File: config.mk
export PLATFORM = sky130hd
export DESIGN_NAME = ddo_div
export DESIGN_NICKNAME = d
export VERILOG_FILES = /design/src/sv/ddo_pkg.sv /design/src/sv/ddo_div.sv
export SDC_FILE = /design/constraint.sdc
export NUM_CORES = 1
export LEC_CHECK = 0
export BUFFER_PORTS_ARGS = -buffer_cell sky130_fd_sc_hd__buf_2
export CORE_MARGIN = 4
export CORE_UTILIZATION = 60
export DETAILED_ROUTE_END_ITERATION = 10
export PLACE_DENSITY = 0.86
export SLEW_MARGIN = 20
export SYNTH_ARGS = -nofsm -noshare
export SYNTH_HDL_FRONTEND = slang
export SYNTH_SLANG_ARGS = --single-unit
File: constraint.sdc
create_clock -name clock -period 7.17 [get_ports clock]
set_input_delay 1.0755 -clock clock [delete_from_list [all_inputs] [get_ports clock]]
set_output_delay 1.0755 -clock clock [all_outputs]
set_load 0.02 [all_outputs]
File: src/sv/ddo_pkg.sv
// Shared types, register codes and fixed constants of the odometry block.
package ddo_pkg;

   localparam int CSR_INDEX_W = 3;
   localparam int CSR_DATA_W  = 32;
   localparam int INTERVAL_W  = 24;
   localparam int QUOT_W      = 31;

   typedef logic [CSR_INDEX_W-1:0] csr_index_type;

   localparam csr_index_type CSR_METRES_PER_TICK = 3'd0;
   localparam csr_index_type CSR_INV_WHEEL_BASE  = 3'd1;
   localparam csr_index_type CSR_LEFT_NEG        = 3'd2;
   localparam csr_index_type CSR_RIGHT_NEG       = 3'd3;
   localparam csr_index_type CSR_MAX_INTERVAL    = 3'd4;

   typedef logic [1:0] status_type;

   localparam status_type STATUS_BASELINE = 2'd0;
   localparam status_type STATUS_UPDATED  = 2'd1;
   localparam status_type STATUS_REJECTED = 2'd2;

   localparam logic [31:0] RST_METRES_PER_TICK = 32'd2725866;
   localparam logic [23:0] RST_INV_WHEEL_BASE  = 24'd312076;
   localparam logic [23:0] RST_MAX_INTERVAL    = 24'd1000000;

   // heading scale: 2^32 / (2 pi), full and half step
   localparam logic [31:0] ANG_SCALE = 32'd683565276;
   localparam logic [31:0] ANG_HALF  = 32'd341782638;
   localparam logic [31:0] US_PER_S  = 32'd1000000;
   localparam logic signed [32:0] CORDIC_GAIN = 33'sd652032874;

   localparam logic [31:0] ATAN_TABLE [32] = '{
      32'h20000000, 32'h12E4051E, 32'h09FB385B, 32'h051111D4, 32'h028B0D43,
      32'h0145D7E1, 32'h00A2F61E, 32'h00517C55, 32'h0028BE53, 32'h00145F2F,
      32'h000A2F98, 32'h000517CC, 32'h00028BE6, 32'h000145F3, 32'h0000A2FA,
      32'h0000517D, 32'h000028BE, 32'h0000145F, 32'h00000A30, 32'h00000518,
      32'h0000028C, 32'h00000146, 32'h000000A3, 32'h00000051, 32'h00000029,
      32'h00000014, 32'h0000000A, 32'h00000005, 32'h00000003, 32'h00000001,
      32'h00000001, 32'h00000000
   };

   typedef enum logic [4:0] {
      ST_IDLE   = 5'b00001,
      ST_CALC   = 5'b00010,
      ST_CORDIC = 5'b00100,
      ST_DIV    = 5'b01000,
      ST_OUT    = 5'b10000
   } state_type;

endpackage

File: src/sv/ddo_div.sv
// Restoring divider: 31 quotient bits, one per cycle, with overflow detect.
module ddo_div (
   input  logic                            clock,
   input  logic                            reset,
   input  logic                            start,
   input  logic [63:0]                     dividend,
   input  logic [ddo_pkg::INTERVAL_W-1:0]  divisor,
   output logic                            done,
   output logic                            overflow,
   output logic [ddo_pkg::QUOT_W-1:0]      quotient
);
   import ddo_pkg::*;

   logic [INTERVAL_W-1:0] rem_ff;
   logic [QUOT_W-1:0]     bits_ff, quot_ff;
   logic [4:0]            cnt_ff;
   logic                  busy_ff, done_ff, ovf_ff;

   logic [32:0]           top_part;
   logic                  ovf_start;
   logic [INTERVAL_W:0]   trial, trial_sub;
   logic                  ge;

   always_comb begin
      top_part  = dividend[63:QUOT_W];
      ovf_start = top_part >= 33'(divisor);
      trial     = {rem_ff, bits_ff[QUOT_W-1]};
      ge        = trial >= {1'b0, divisor};
      trial_sub = trial - {1'b0, divisor};
   end

   always_ff @(posedge clock) begin
      if (reset) begin
         busy_ff <= 1'b0;
         done_ff <= 1'b0;
      end else begin
         done_ff <= 1'b0;
         if (start) begin
            busy_ff <= !ovf_start;
            done_ff <= ovf_start;
         end else if (busy_ff && cnt_ff == 5'd1) begin
            busy_ff <= 1'b0;
            done_ff <= 1'b1;
         end
      end
   end

   always_ff @(posedge clock) begin
      if (start) begin
         ovf_ff  <= ovf_start;
         rem_ff  <= top_part[INTERVAL_W-1:0];
         bits_ff <= dividend[QUOT_W-1:0];
         quot_ff <= '0;
         cnt_ff  <= 5'(QUOT_W);
      end else if (busy_ff) begin
         rem_ff  <= ge ? trial_sub[INTERVAL_W-1:0] : trial[INTERVAL_W-1:0];
         quot_ff <= {quot_ff[QUOT_W-2:0], ge};
         bits_ff <= {bits_ff[QUOT_W-2:0], 1'b0};
         cnt_ff  <= cnt_ff - 5'd1;
      end
   end

   assign done     = done_ff;
   assign overflow = ovf_ff;
   assign quotient = quot_ff;

endmodule

==> summary.md <==
| Metric | Value |
|---|---|
| Synth top area share | just under 30% |
| Nets | 810 |
| P per Cell Area | around 200 nW/um2 |
| Setup Skew | 0.01554 ns |
| Hold EP | quotient[30] |
| Top cells by count, synth | edfxtp_1, ha_1, nor2_1, dfxtp_1, mux2_2 |
| Syn Std Cell Area | 5833 um2 |
| Initial drt markers | approximately 190 |
| Setup CP Type | primary input to flop |
| Hold depth | 2 |
| DRT antenna net count | 0 |
| Post-layout min period | 3.650 ns |
| Post-Place Cells | between 700 and 800 |
| P_leak | 2.932 nW |
| Synth area leaders | edfxtp_1, dfxtp_1, ha_1 |
| WL per Instance | between 15 and 20 um |
| PnR worst setup slack | 3.520 ns |
| Via-to-Cell Ratio | 5.659 |
| FMAX | 274.0 MHz |
| Dominant synthesized flop cell | edfxtp_1 |
| CTS tree | done |
| Share of post-route cells with drive strength above 1 | 29.42% |
| Fraction of registers with async set/reset | 0% |
| Status | complete, no violations |
| First-pass DRT Iterations | 4 |
| FF+latch count, synth | 94 |
| Clock sink total | 94 |
| Top-count cell post-synth | edfxtp_1 |
| Clock Tree Buf Depth | 2 |
| Die footprint | ~11000 um2 |
| Net Count, Synth | roughly 700 |
| DIE WIDTH | 106.6 um |
| Fin. max-slew vios | 0 |
| Post-synth EDFFs | between 50 and 60 |
| Starting Density | between 60 and 70% |
| Reg2Reg Depth | 9 |
| Clock transition at the registers of the reported paths | 0.11 ns |
| CP max stage cell | nor2_4 |
| Max_cap viols | 0 |
| Layout Area Growth over Synthesis | 14.44% |
| Syn avg cell area | 10.51 um2 |
| Crit-path cells | buf_2 > inv_1 > ha_1 > a21o_1 > a31oi_1 > o2bb2ai_1 > a41oi_2 > a211oi_2 > nor2_4 > o21ai_1 > mux2_2 |
| FILL cells | 724 |
| Area leader, netlist | edfxtp_1 |
| Ys Warns | 0 |
| Grt ovf | 0 |
| Crit path max fanout | 45 |
| Crit share post-route | 50.90% |
| Cell Count, Final, Fillers Out | approximately 800 |
| PortBufs | approximately 120 |
| Num CTS Buffers | 9 |
| Relative max-transition margin | 26.22% |
| FF-to-FF setup slack | 3.96 ns |
| CTS H-tree depth | 3 |
| Initial antenna violation count | 3 |
| CTS resizes | 0 |
| RSZ-0062 raised after global routing | false |
| CP Capture Type | flop |
| IO Count | roughly 120 |
| Hold/Removal Path Class | flop to flop |
| CTS Root Cell | clkbuf_8 |
| Worst Path Arrival | approximately 3.8 ns |
| Via Count | 4544 |
| DP Area | between 6000 and 7000 um2 |
| RePlAce Congestion | between 0.9 and 1 |
| Sequential area share after synthesis | a little over two fifths |
| Setup WS pre-CTS | 3.171 ns |
| Vias in the first global route | 4560 |
| Fin. Hold Viols | 0 |
| Multi-input gate area in the final layout | 3095 um2 |
| Least-Margin Pin Slew | 1.106 ns |
| Sequential cell area | 2444 um2 |
| Crit-path max cell delay | 0.76 ns |
| Startpoint types | primary input |
| DP HPWL | 9381 um |
| CP Data Required Time | 7.30 ns |
| Worst r2r dst | rem_ff[13] |
| GR Util All Layers | 22.47% |
| Unique masters post-synth | 65 |
| Setup_tns | 0 ns |
| First-pass GRT wire length | 20710 um |
| Drt drc | 0 |
| Finished Cell Area | 6675 um2 |
| Core outline area | 9371 um2 |
| Final setup viols | 0 |
| Row count | 35 |
| VDD IR max | 0.0001706 V |
| Maximum number of pins on one net before global-route repair | 56 |
| Clk_lat worst skew | 0.36 ns |
| Post-CTS Setup Bufs | 0 |
| Worst hold path startpoint | quotient[30] |
| Routed Wire Length | roughly 13000 um |
| Die Y | 106.6 um |
| CTS Hold Bufs | 0 |
| Crit Reg-Reg Startpoint | rem_ff[5] |
| Post-synthesis instance total | 555 |
## final cells by class
class | instances | share of cell area [%]
Antenna cell | 1 | 0.03749
Sequential cell | 94 | 36.61
Clock inverter | 6 | 0.9747
Multi-Input combinational cell | 401 | 46.37
Tap cell | 129 | 2.418
Clock buffer | 10 | 2.062
Inverter | 37 | 2.081
Timing Repair Buffer | 125 | 9.447
## power by group
group	internal [mW]	total, mW	switching [mW]
Sequential	0.616	0.632	0.0160
Combinational	0.174	0.380	0.207
Clock	0.145	0.356	0.210
Total	0.936	1.37	0.433
## critical path, delay by kind of cell
kind / cells / cell delay, ns
mux: 1 / 0.30
compound gates: 6 / 1.11
fa+ha+maj: 1 / 0.39
buf+inv: 2 / 0.12
simple gates: 1 / 0.76
## stage by stage
stage | hold WS (ns) | util, % | total power, mW
6_report | 0.5150 | 71.23 | 1.368
5_1_grt | 0.5645 | 71.23 | 1.449
3_5_place_dp | 0.4853 | 69.04 | 1.019
3_3_place_gp | 0.4710 | 69.04 | 1.003
2_1_floorplan | 0.4651 | - | 0.9419
4_1_cts | 0.5140 | 71.20 | 1.373
## cell families after synthesis
kind of cell	Yosys count	share of synthesized area [%]
flip-flops	94	41.87
AND/OR/NAND/NOR	131	10.73
multiplexers	72	13.17
adder cells (fa/ha/maj)	51	11.07
buffers and inverters	60	5.062
XOR/XNOR	23	3.454
AO/OA/AOI/OAI	124	14.65
## flip-flops by register name, indices dropped and copies added, names as in the netlist
register,flops
overflow,1
busy_ff,1
cnt_ff,5
done,1
rem_ff,24
bits_ff,31
quotient,31
## worst max path at each step
| stage | startpoint | cells past startpoint | slack [ns] | to |
|---|---|---|---|---|
| after floorplan | divisor[0] | 12 | 3.68 | rem_ff[16] |
| after global placement | divisor[6] | 11 | 3.26 | rem_ff[14] |
| after detailed placement | divisor[6] | 11 | 3.17 | rem_ff[13] |
| after CTS | divisor[6] | 11 | 3.57 | rem_ff[4] |
| after global routing | divisor[8] | 12 | 3.22 | rem_ff[3] |
| final | divisor[6] | 11 | 3.52 | rem_ff[13] |
## metal layers
layer | track usage [%] | wire (um) | vias to the layer above
li1 | - | - | 2253
met1 | 28.05 | 5193 | 2121
met2 | 38.49 | 6245 | 136
met3 | 4.816 | 776 | 30
met4 | 7.945 | 296 | 4
met5 | 0 | 24 | -
## cell usage in the layout (no fill, tap or decap), drive strengths merged, types with 7 or more instances in the layout
cell type	instances
mux2i	34
nand2	37
xnor2	15
buf	125
inv	39
nor3	7
mux2	38
o21ai	24
a21oi	35
a211oi	7
xor2	8
clkbuf	10
dfxtp	38
nor2	48
and3	7
ha	50
edfxtp	56
a21o	18
No activity file was read; power rests on OpenSTA's default activity.
