--- src/sv/ddo_pkg.sv ---
// Shared types, register codes and fixed constants of the odometry block.
package ddo_pkg;

   localparam int CSR_INDEX_W = 3;
   localparam int CSR_DATA_W  = 32;
   localparam int INTERVAL_W  = 24;
   localparam int QUOT_W      = 31;

   typedef logic [CSR_INDEX_W-1:0] csr_index_type;

   localparam csr_index_type CSR_METRES_PER_TICK = 3'd0;
   localparam csr_index_type CSR_INV_WHEEL_BASE  = 3'd1;
   localparam csr_index_type CSR_LEFT_NEG        = 3'd2;
   localparam csr_index_type CSR_RIGHT_NEG       = 3'd3;
   localparam csr_index_type CSR_MAX_INTERVAL    = 3'd4;

   typedef logic [1:0] status_type;

   localparam status_type STATUS_BASELINE = 2'd0;
   localparam status_type STATUS_UPDATED  = 2'd1;
   localparam status_type STATUS_REJECTED = 2'd2;

   localparam logic [31:0] RST_METRES_PER_TICK = 32'd2725866;
   localparam logic [23:0] RST_INV_WHEEL_BASE  = 24'd312076;
   localparam logic [23:0] RST_MAX_INTERVAL    = 24'd1000000;

   // heading scale: 2^32 / (2 pi), full and half step
   localparam logic [31:0] ANG_SCALE = 32'd683565276;
   localparam logic [31:0] ANG_HALF  = 32'd341782638;
   localparam logic [31:0] US_PER_S  = 32'd1000000;
   localparam logic signed [32:0] CORDIC_GAIN = 33'sd652032874;

   localparam logic [31:0] ATAN_TABLE [32] = '{
      32'h20000000, 32'h12E4051E, 32'h09FB385B, 32'h051111D4, 32'h028B0D43,
      32'h0145D7E1, 32'h00A2F61E, 32'h00517C55, 32'h0028BE53, 32'h00145F2F,
      32'h000A2F98, 32'h000517CC, 32'h00028BE6, 32'h000145F3, 32'h0000A2FA,
      32'h0000517D, 32'h000028BE, 32'h0000145F, 32'h00000A30, 32'h00000518,
      32'h0000028C, 32'h00000146, 32'h000000A3, 32'h00000051, 32'h00000029,
      32'h00000014, 32'h0000000A, 32'h00000005, 32'h00000003, 32'h00000001,
      32'h00000001, 32'h00000000
   };

   typedef enum logic [4:0] {
      ST_IDLE   = 5'b00001,
      ST_CALC   = 5'b00010,
      ST_CORDIC = 5'b00100,
      ST_DIV    = 5'b01000,
      ST_OUT    = 5'b10000
   } state_type;

endpackage

--- src/sv/ddo_cordic.sv ---
// Iterative CORDIC rotation: cosine and sine of a binary angle, one step a cycle.
module ddo_cordic #(
   parameter int STEPS = 24
) (
   input  logic               clock,
   input  logic               reset,
   input  logic               start,
   input  logic        [31:0] angle,
   output logic               done,
   output logic signed [32:0] cos_out,
   output logic signed [32:0] sin_out
);
   import ddo_pkg::*;

   localparam int IW = $clog2(STEPS);

   logic signed [32:0] x_ff, y_ff;
   logic signed [33:0] z_ff;
   logic               flip_ff;
   logic [IW-1:0]      cnt_ff;
   logic               busy_ff, done_ff;

   logic signed [33:0] z_start;
   logic               flip_start;
   logic signed [32:0] x_sh, y_sh;
   logic signed [33:0] atan_val;

   always_comb begin
      z_start    = 34'(signed'(angle));
      flip_start = 1'b0;
      // fold beyond +-90 degrees by a half turn
      if (z_start > 34'sh040000000) begin
         z_start    = z_start - 34'sh080000000;
         flip_start = 1'b1;
      end else if (z_start < -34'sh040000000) begin
         z_start    = z_start + 34'sh080000000;
         flip_start = 1'b1;
      end
      x_sh     = x_ff >>> cnt_ff;
      y_sh     = y_ff >>> cnt_ff;
      atan_val = $signed({2'b00, ATAN_TABLE[5'(cnt_ff)]});
   end

   always_ff @(posedge clock) begin
      if (reset) begin
         busy_ff <= 1'b0;
         done_ff <= 1'b0;
      end else begin
         done_ff <= 1'b0;
         if (start) begin
            busy_ff <= 1'b1;
         end else if (busy_ff && cnt_ff == IW'(STEPS - 1)) begin
            busy_ff <= 1'b0;
            done_ff <= 1'b1;
         end
      end
   end

   always_ff @(posedge clock) begin
      if (start) begin
         x_ff    <= CORDIC_GAIN;
         y_ff    <= '0;
         z_ff    <= z_start;
         flip_ff <= flip_start;
         cnt_ff  <= '0;
      end else if (busy_ff) begin
         if (!z_ff[33]) begin
            x_ff <= x_ff - y_sh;
            y_ff <= y_ff + x_sh;
            z_ff <= z_ff - atan_val;
         end else begin
            x_ff <= x_ff + y_sh;
            y_ff <= y_ff - x_sh;
            z_ff <= z_ff + atan_val;
         end
         cnt_ff <= cnt_ff + 1'b1;
      end
   end

   assign done    = done_ff;
   assign cos_out = flip_ff ? -x_ff : x_ff;
   assign sin_out = flip_ff ? -y_ff : y_ff;

endmodule

--- config.mk ---
export PLATFORM = sky130hd
export DESIGN_NAME = ddo_cordic
export DESIGN_NICKNAME = d
export VERILOG_FILES = /design/src/sv/ddo_pkg.sv /design/src/sv/ddo_cordic.sv
export SDC_FILE = /design/constraint.sdc
export NUM_CORES = 1
export LEC_CHECK = 0
export BUFFER_PORTS_ARGS = -buffer_cell sky130_fd_sc_hd__buf_2
export CAP_MARGIN = 15
export CORE_AREA = 2 2 184 186
export DETAILED_ROUTE_END_ITERATION = 10
export DIE_AREA = 0 0 186 188
export PLACE_DENSITY = 0.72
export SLEW_MARGIN = 20
export SYNTH_ARGS = -nofsm -noshare
export SYNTH_HDL_FRONTEND = slang
export SYNTH_SLANG_ARGS = --single-unit
--- constraint.sdc ---
create_clock -name clock -period 9.17 [get_ports clock]
set_input_delay 1.834 -clock clock [delete_from_list [all_inputs] [get_ports clock]]
set_output_delay 1.834 -clock clock [all_outputs]
set_load 0.005 [all_outputs]
==> summary.txt, run 1 <==
Layout
  – Final #Nets: 2,360
  – # fillers: 3,120
  – Non-filler cells, final: 2,663
  – Area grow syn2layout: 4.27%
  – Storage cell area: 2530 um^2
  – Share of cells above drive strength 1: 14.4%
  – Area of the multi-input gates: 14,300 um^2
  – Diodes inserted: 0

Clock network
  – Clock Path Buffers: 2
  – # Post-CTS Setup Buffers: 0
  – Clock tree root driver cell: clkbuf_16
  – CTS tree: done
  – TritonCTS Sinks: 108
  – H-Tree Depth: 3
  – Reg clk slew, reported paths: 0.08 ns
  – CTS hold repair buffers: 0
  – CTS Buf Count: 9
  – CTS resizes: 0
  – Worst-Skew Late Latency: approximately 0.40 ns

Timing
  – Fin crit share: 81.1%
  – Setup Viol. Count Final: 0
  – Clock skew: 0.0126 ns
  – Slew @ Worst Pin: 1.23 ns
  – Rel. slew slack: 16.8%
  – Max Slew Vio Count: 0
  – Setup_tns: 0 ns
  – Fin. Hold Viols: 0
  – Fmax: 0.134 GHz
  – Post-layout min period: 7.44 ns
  – Unrepaired setup endpoints after global routing: false

Worst setup path
  – CP Data Arrival Time: 7.73 ns
  – CP Max Fanout: 62
  – Worst R2R End: y_ff[32]
  – Worst Setup Start Kind: flip-flop
  – R2r startpoint: cnt_ff[1]
  – CP Capture Type: flip-flop
  – CP required: 9.46 ns
  – R2R depth: 21
  – Crit path kind: reg -> reg
  – R2R setup slack: around 1.7 ns

Detailed routing
  – Post-route ant nets: 0
  – Pre-antenna DRT Iters: 5
  – Via density: 6.72
  – Routed WL per cell: around 24 um
  – 1st-iter DRT viols: 1,818
  – Residual DRC: 0
  – Via count: 17,900
  – WL final: 63,500 um

Floorplan
  – Die width: 186 um
  – Row cnt: 67
  – Core ar.: 33,100 um^2
  – Top Ports: 102
  – Die H: 188 um
  – Initial Util: approximately 54%
  – DIE AREA: 35,000 um^2

Power
  – Pleak: 7.42 nW
  – PD cells: 405 nW/um^2
  – Max IR drop VDD: roughly 0.00021 V

Min path
  – Worst Hold Path Cells: 2
  – Tightest Hold Check Type: reg -> reg
  – Hold path startpoint: y_ff[0]
  – Sink of the worst hold path: y_ff[0]

Synth
  – Sequential-to-total area share from yosys stat: 14.0%
  – Area of the mapped netlist: 17,900 um^2
  – YS warnings: 0
  – Largest cells by area after synthesis: mux4_2 (9.8%), dfxtp_1 (8.2%), ha_1 (7.8%), xnor2_1 (7.8%), edfxtp_1 (5.9%)
  – Top cell type's share of synthesized area: 9.82%
  – Distinct cells, synth: 94
  – Synth area leader: mux4_2
  – Synth async-reset ratio: 0%
  – Avg Inst Size Synth: between 7 and 8 um^2
  – #FFs+latches synth: 108
  – Syn_nets: about 2,400
  – Syn Inst Count: 2,248
  – Most common flop cell mapped by yosys: dfxtp_1
  – Post-synth EDFFs: 35

Placed design
  – Routability congestion estimate: roughly 1.0
  – Post-DP HPWL: 48,200 um
  – DP Cell Count: 2,647
  – Port Buffer Count: 101

Status
  – Status: complete, no violations

GRT
  – First-pass GRT wire length: 97,000 um
  – Antenna violations before repair: 0
  – All-Layer GR Usage: 36.1%
  – GR Overflow Total: 0
  – Vias in the first global route: around 16,000
  – Largest net degree at the start of global routing: 80

Run
  – Max-cap violation count: 0
[critical path: stages (launching register included)]
cell	delay, ns
dfxtp_4	0.89
buf_4	0.59
nor2_1	0.25
mux2i_1	0.39
mux2i_1	0.27
a211o_1	0.42
nor4b_1	0.50
and2_1	0.24
and2_1	0.24
nor2_1	0.08
xor2_1	0.15
ha_1	0.36
and3_1	0.23
a221o_1	0.31
a32oi_1	0.27
o31ai_1	0.19
a2111oi_0	0.75
or3_1	0.30
a211oi_1	0.12
o211ai_1	0.17
nor3b_1	0.21
mux2_2	0.36
[worst max-delay path by stage]
stage                    from        to  slack (ns)
floorplan           cnt_ff[4]  y_ff[32]        2.93
global placement    cnt_ff[1]  y_ff[32]        2.06
detailed placement  cnt_ff[1]  y_ff[32]        1.85
CTS                 cnt_ff[1]  y_ff[32]        1.81
global route        cnt_ff[1]  y_ff[32]        1.21
finish              cnt_ff[1]  y_ff[32]        1.73
[power by group]
part	internal [W]	leakage, nW	switching (W)
registers	0.000712	0.961	0.000427
logic	0.00264	6.31	0.00335
clock network	0.000215	0.143	0.000210
total	0.00356	7.42	0.00399
[stage by stage]
stage | setup slack, ns | hold slack [ns] | utilization (%) | area [um^2] | total power [W]
after floorplan | 2.93 | 0.512 | - | 17900 | 0.00562
after global placement | 2.06 | 0.539 | 55.4 | 18400 | 0.00690
after detailed placement | 1.85 | 0.553 | 55.4 | 18400 | 0.00699
after CTS | 1.81 | 0.564 | 56.3 | 18600 | 0.00746
after global routing | 1.21 | 0.577 | 56.3 | 18600 | 0.00820
final | 1.73 | 0.562 | 56.3 | 18600 | 0.00755
[sequential cells by signal, summed over array words and instances, names as in the netlist]
signal,count
y_ff,33
cnt_ff,5
done,1
busy_ff,1
z_ff,34
x_ff,33
flip_ff,1
[cell usage in the layout, fill, tap and decap left out, drive strengths merged, types with 14 or more instances in the layout]
master	synthesis	layout
and2	28	28
o211ai	25	25
xnor2	159	159
o22ai	14	14
nand3	39	39
inv	56	58
o21ai	159	159
o31ai	33	33
dfxtp	73	73
buf	75	132
nand2	218	218
xor2	69	69
nor2	184	184
edfxtp	35	35
mux2	43	43
nor4	17	17
or3	16	16
nand2b	22	22
a21o	49	49
mux4	78	78
nor3	34	34
nor2b	19	19
ha	112	112
o21bai	17	17
a211oi	31	31
and3	27	27
o21a	28	28
a21oi	161	161
mux2i	88	88
a31oi	32	32
[routing by layer]
metal	track usage, %	vias up	routed length, um
li1	-	8290	-
met5	0	-	0
met1	47.0	8603	26000
met2	57.1	862	28900
met3	6.39	146	5250
met4	18.4	0	3430
[cell families after synthesis]
group	synth area share (%)
AO/OA/AOI/OAI	25.1
adder cells (fa/ha/maj)	8.17
flip-flops	14.0
buffers and inverters	6.02
multiplexers	17.5
AND/OR/NAND/NOR	18.0
XOR/XNOR	11.2
[synth_stat cells, types with 28 or more instances]
cell type,number
mux2i_1,87
buf_2,29
o21a_1,28
nor2_1,184
xnor2_1,159
nand2_1,218
a21oi_1,161
nor3_1,33
a31oi_1,32
edfxtp_1,35
mux4_2,78
o21ai_0,157
xor2_1,69
o31ai_1,29
a21o_1,49
and2_1,28
clkbuf_1,105
ha_1,112
inv_1,55
mux2_2,43
nand3_1,39
a211oi_1,30
dfxtp_1,73
[final cells by class]
cell class / instances / share of cell area (%)
inverter: 59 / 1.20
tap: 448 / 3.01
sequential: 108 / 13.6
clock buffer: 11 / 1.25
multi-input combinational: 1900 / 76.7
timing repair buffer: 132 / 3.97
clock inverter: 5 / 0.322
No activity file was read; power rests on OpenSTA's default activity.
==> run 2, diff against run 1 <==
- PLACE_DENSITY: 0.72 -> 0.75
- clock period: 9.17 -> 6.1 ns (I/O delays scaled with it)
==> run 2 against run 1 <==
Against the previous run:
- clock skew rose by 0.0043 ns
- first-iteration DRC count rose by 16%
- global-route usage rose by 3.8 points
- cell count rose by 9.0%
- critical path depth rose by 2
- via count rose by 7.6%
- sequential cell count did not move
- setup slack got worse by 1.6 ns
- clock power rose by 58%
- fmax rose by 25%
- sequential share of layout area fell by 1.4 points
- combinational power rose by 80%
- critical endpoint unchanged
==> summary.txt, run 2 (synthesis gave the netlist of run 1 again) <==
Status
  – Status: complete, no violations

Layout
  – Area of the multi-input gates: approximately 14,000 um^2
  – Non-filler cells, final: 2,902
  – Storage cell area: between 2000 and 3000 um^2
  – # fillers: 2,945
  – Most frequent cells in the layout: buf_4 (257), nand2_1 (218), nor2_1 (182), xnor2_1 (159), a21oi_1 (157)
  – Most common cell after layout, fill and taps aside: buf_4
  – Most flops, register: z_ff
  – Largest regs: z_ff: 34 flops, x_ff: 33 flops, y_ff: 33 flops
  – Area grow syn2layout: 15.8%
  – Share of cells above drive strength 1: 23.5%
  – Final #Nets: 2,599
  – Number of flip-flops in the largest register: 34
  – Diodes inserted: 0
  – Design area: 20,700 um^2
  – Core Util, Final: 62.6%

Timing
  – Max Slew Vio Count: 0
  – Clock skew: between 0.015 and 0.02 ns
  – Fin. Hold Viols: 0
  – Slew @ Worst Pin: about 1.2 ns
  – Worst setup margin: approximately 0.14 ns
  – Fin crit share: 97.6%
  – Rel. slew slack: 20.2%
  – Fmax: 0.168 GHz
  – Setup Viol. Count Final: 0
  – Unrepaired setup endpoints after global routing: true
  – Post-layout min period: 5.96 ns

Worst setup path
  – Slowest CP cell: mux4_2
  – CP peak stage delay: 0.50 ns
  – Crit-path cells: buf_12 -> mux4_2 -> mux2_2 -> mux2i_1 -> nand2_1 -> o21ai_1 -> ha_1 -> and4_1 -> and4_1 -> and3_1 -> a21oi_1 -> xnor2_1 -> ha_1 -> and3_1 -> a32oi_1 -> o31ai_2 -> a2111oi_2 -> buf_4 -> or3_1 -> a211oi_1 -> a211oi_1 -> nor3b_2 -> mux2_2
  – Crit path kind: reg -> reg
  – CP Max Fanout: 9
  – CP Data Arrival Time: 6.26 ns
  – CP required: between 6 and 7 ns
  – CP Capture Type: flip-flop
  – Worst Setup Start Kind: flip-flop

Placed design
  – DP Cell Count: 2,877
  – Setup WS pre-CTS: 0.0899 ns
  – Routability congestion estimate: approximately 1.0
  – Placement Cell Area: 20,200 um^2
  – Post-DP HPWL: 54,600 um
  – Port Buffer Count: 101

GRT
  – First-pass GRT wire length: approximately 110,000 um
  – Antenna violations before repair: 0
  – Vias in the first global route: about 18,000
  – GR Overflow Total: 0
  – Largest net degree at the start of global routing: 68
  – All-Layer GR Usage: 39.9%

Detailed routing
  – Via count: ~19,000
  – Residual DRC: 0
  – Post-route ant nets: 0
  – Pre-antenna DRT Iters: 6
  – 1st-iter DRT viols: 2,104
  – WL final: approximately 71,000 um
  – Via density: approximately 6.6
  – Routed WL per cell: 24.4 um

Clock network
  – H-Tree Depth: 3
  – CTS Buf Count: 9
  – CTS hold repair buffers: 0
  – Worst-Skew Late Latency: 0.42 ns
  – Clock Path Buffers: 2
  – TritonCTS Sinks: 108
  – Clock tree root driver cell: clkbuf_16
  – CTS tree: done
  – Reg clk slew, reported paths: 0.09 ns

Floorplan
  – DIE AREA: 35,000 um^2
  – Top Ports: 102
  – Initial Util: a little over half
  – Row cnt: 67
  – Die width: 186 um
  – Core ar.: 33,100 um^2
  – Die H: 188 um

Power
  – PD cells: slightly above 600 nW/um^2
  – Max IR drop VDD: 0.000337 V
  – Pleak: 8.67 nW

Run
  – Max-cap violation count: 0

Min path
  – Tightest Hold Check Type: reg -> reg
[run 2: worst paths after layout]
kind                  start  endpoint  slack (ns)  depth (start not counted)
setup / recovery  cnt_ff[1]  y_ff[32]        0.14                         23
setup reg to reg  cnt_ff[1]  y_ff[32]        0.14                         23
hold reg to reg     y_ff[0]   y_ff[0]        0.58                          2
hold / removal      y_ff[0]   y_ff[0]        0.58                          2
[run 2: through the flow]
step                setup TNS, ns  total power, W  hold slack, ns
floorplan                       0         0.00845           0.512
global placement                0          0.0116           0.550
detailed placement              0          0.0118           0.582
CTS                             0          0.0126           0.591
global route               -0.183          0.0139           0.636
finish                          0          0.0129           0.583
[run 2: repair_timing]
| action | 4_1_cts | 5_1_grt |
|---|---|---|
| setup buffers | 0 | 9 |
| resized for setup | 0 | 21 |
| endpoints found under the setup margin | 0 | 20 |
[run 2: critical path, delay by kind of cell (launching register included)]
family	cells	cell delay (ns)
simple gates	7	1.61
mux	4	1.44
compound gates	7	1.33
fa+ha+maj	2	0.54
flops	1	0.47
buf+inv	2	0.31
xor+xnor	1	0.16
[run 2: layout make-up]
class / count / share of cell area [%]
tap: 448 / 2.71
inverter: 59 / 1.10
clock inverter: 5 / 0.284
sequential: 108 / 12.2
multi-input combinational: 1900 / 69.5
clock buffer: 11 / 1.19
timing repair buffer: 371 / 13.0
[run 2: per-layer routing]
layer	vias up	GRT usage, %	routed length (um)
met5	-	0	0
met1	9305	50.3	28400
met4	0	20.4	4080
met3	210	6.95	5560
li1	8771	-	-
met2	967	65.0	32900
[run 2: where the power goes]
part	total (W)	internal, W	switching, W
Clock	0.000670	0.000336	0.000334
Combinational	0.0108	0.00496	0.00581
Sequential	0.00147	0.00107	0.000396
Total	0.0129	0.00636	0.00654
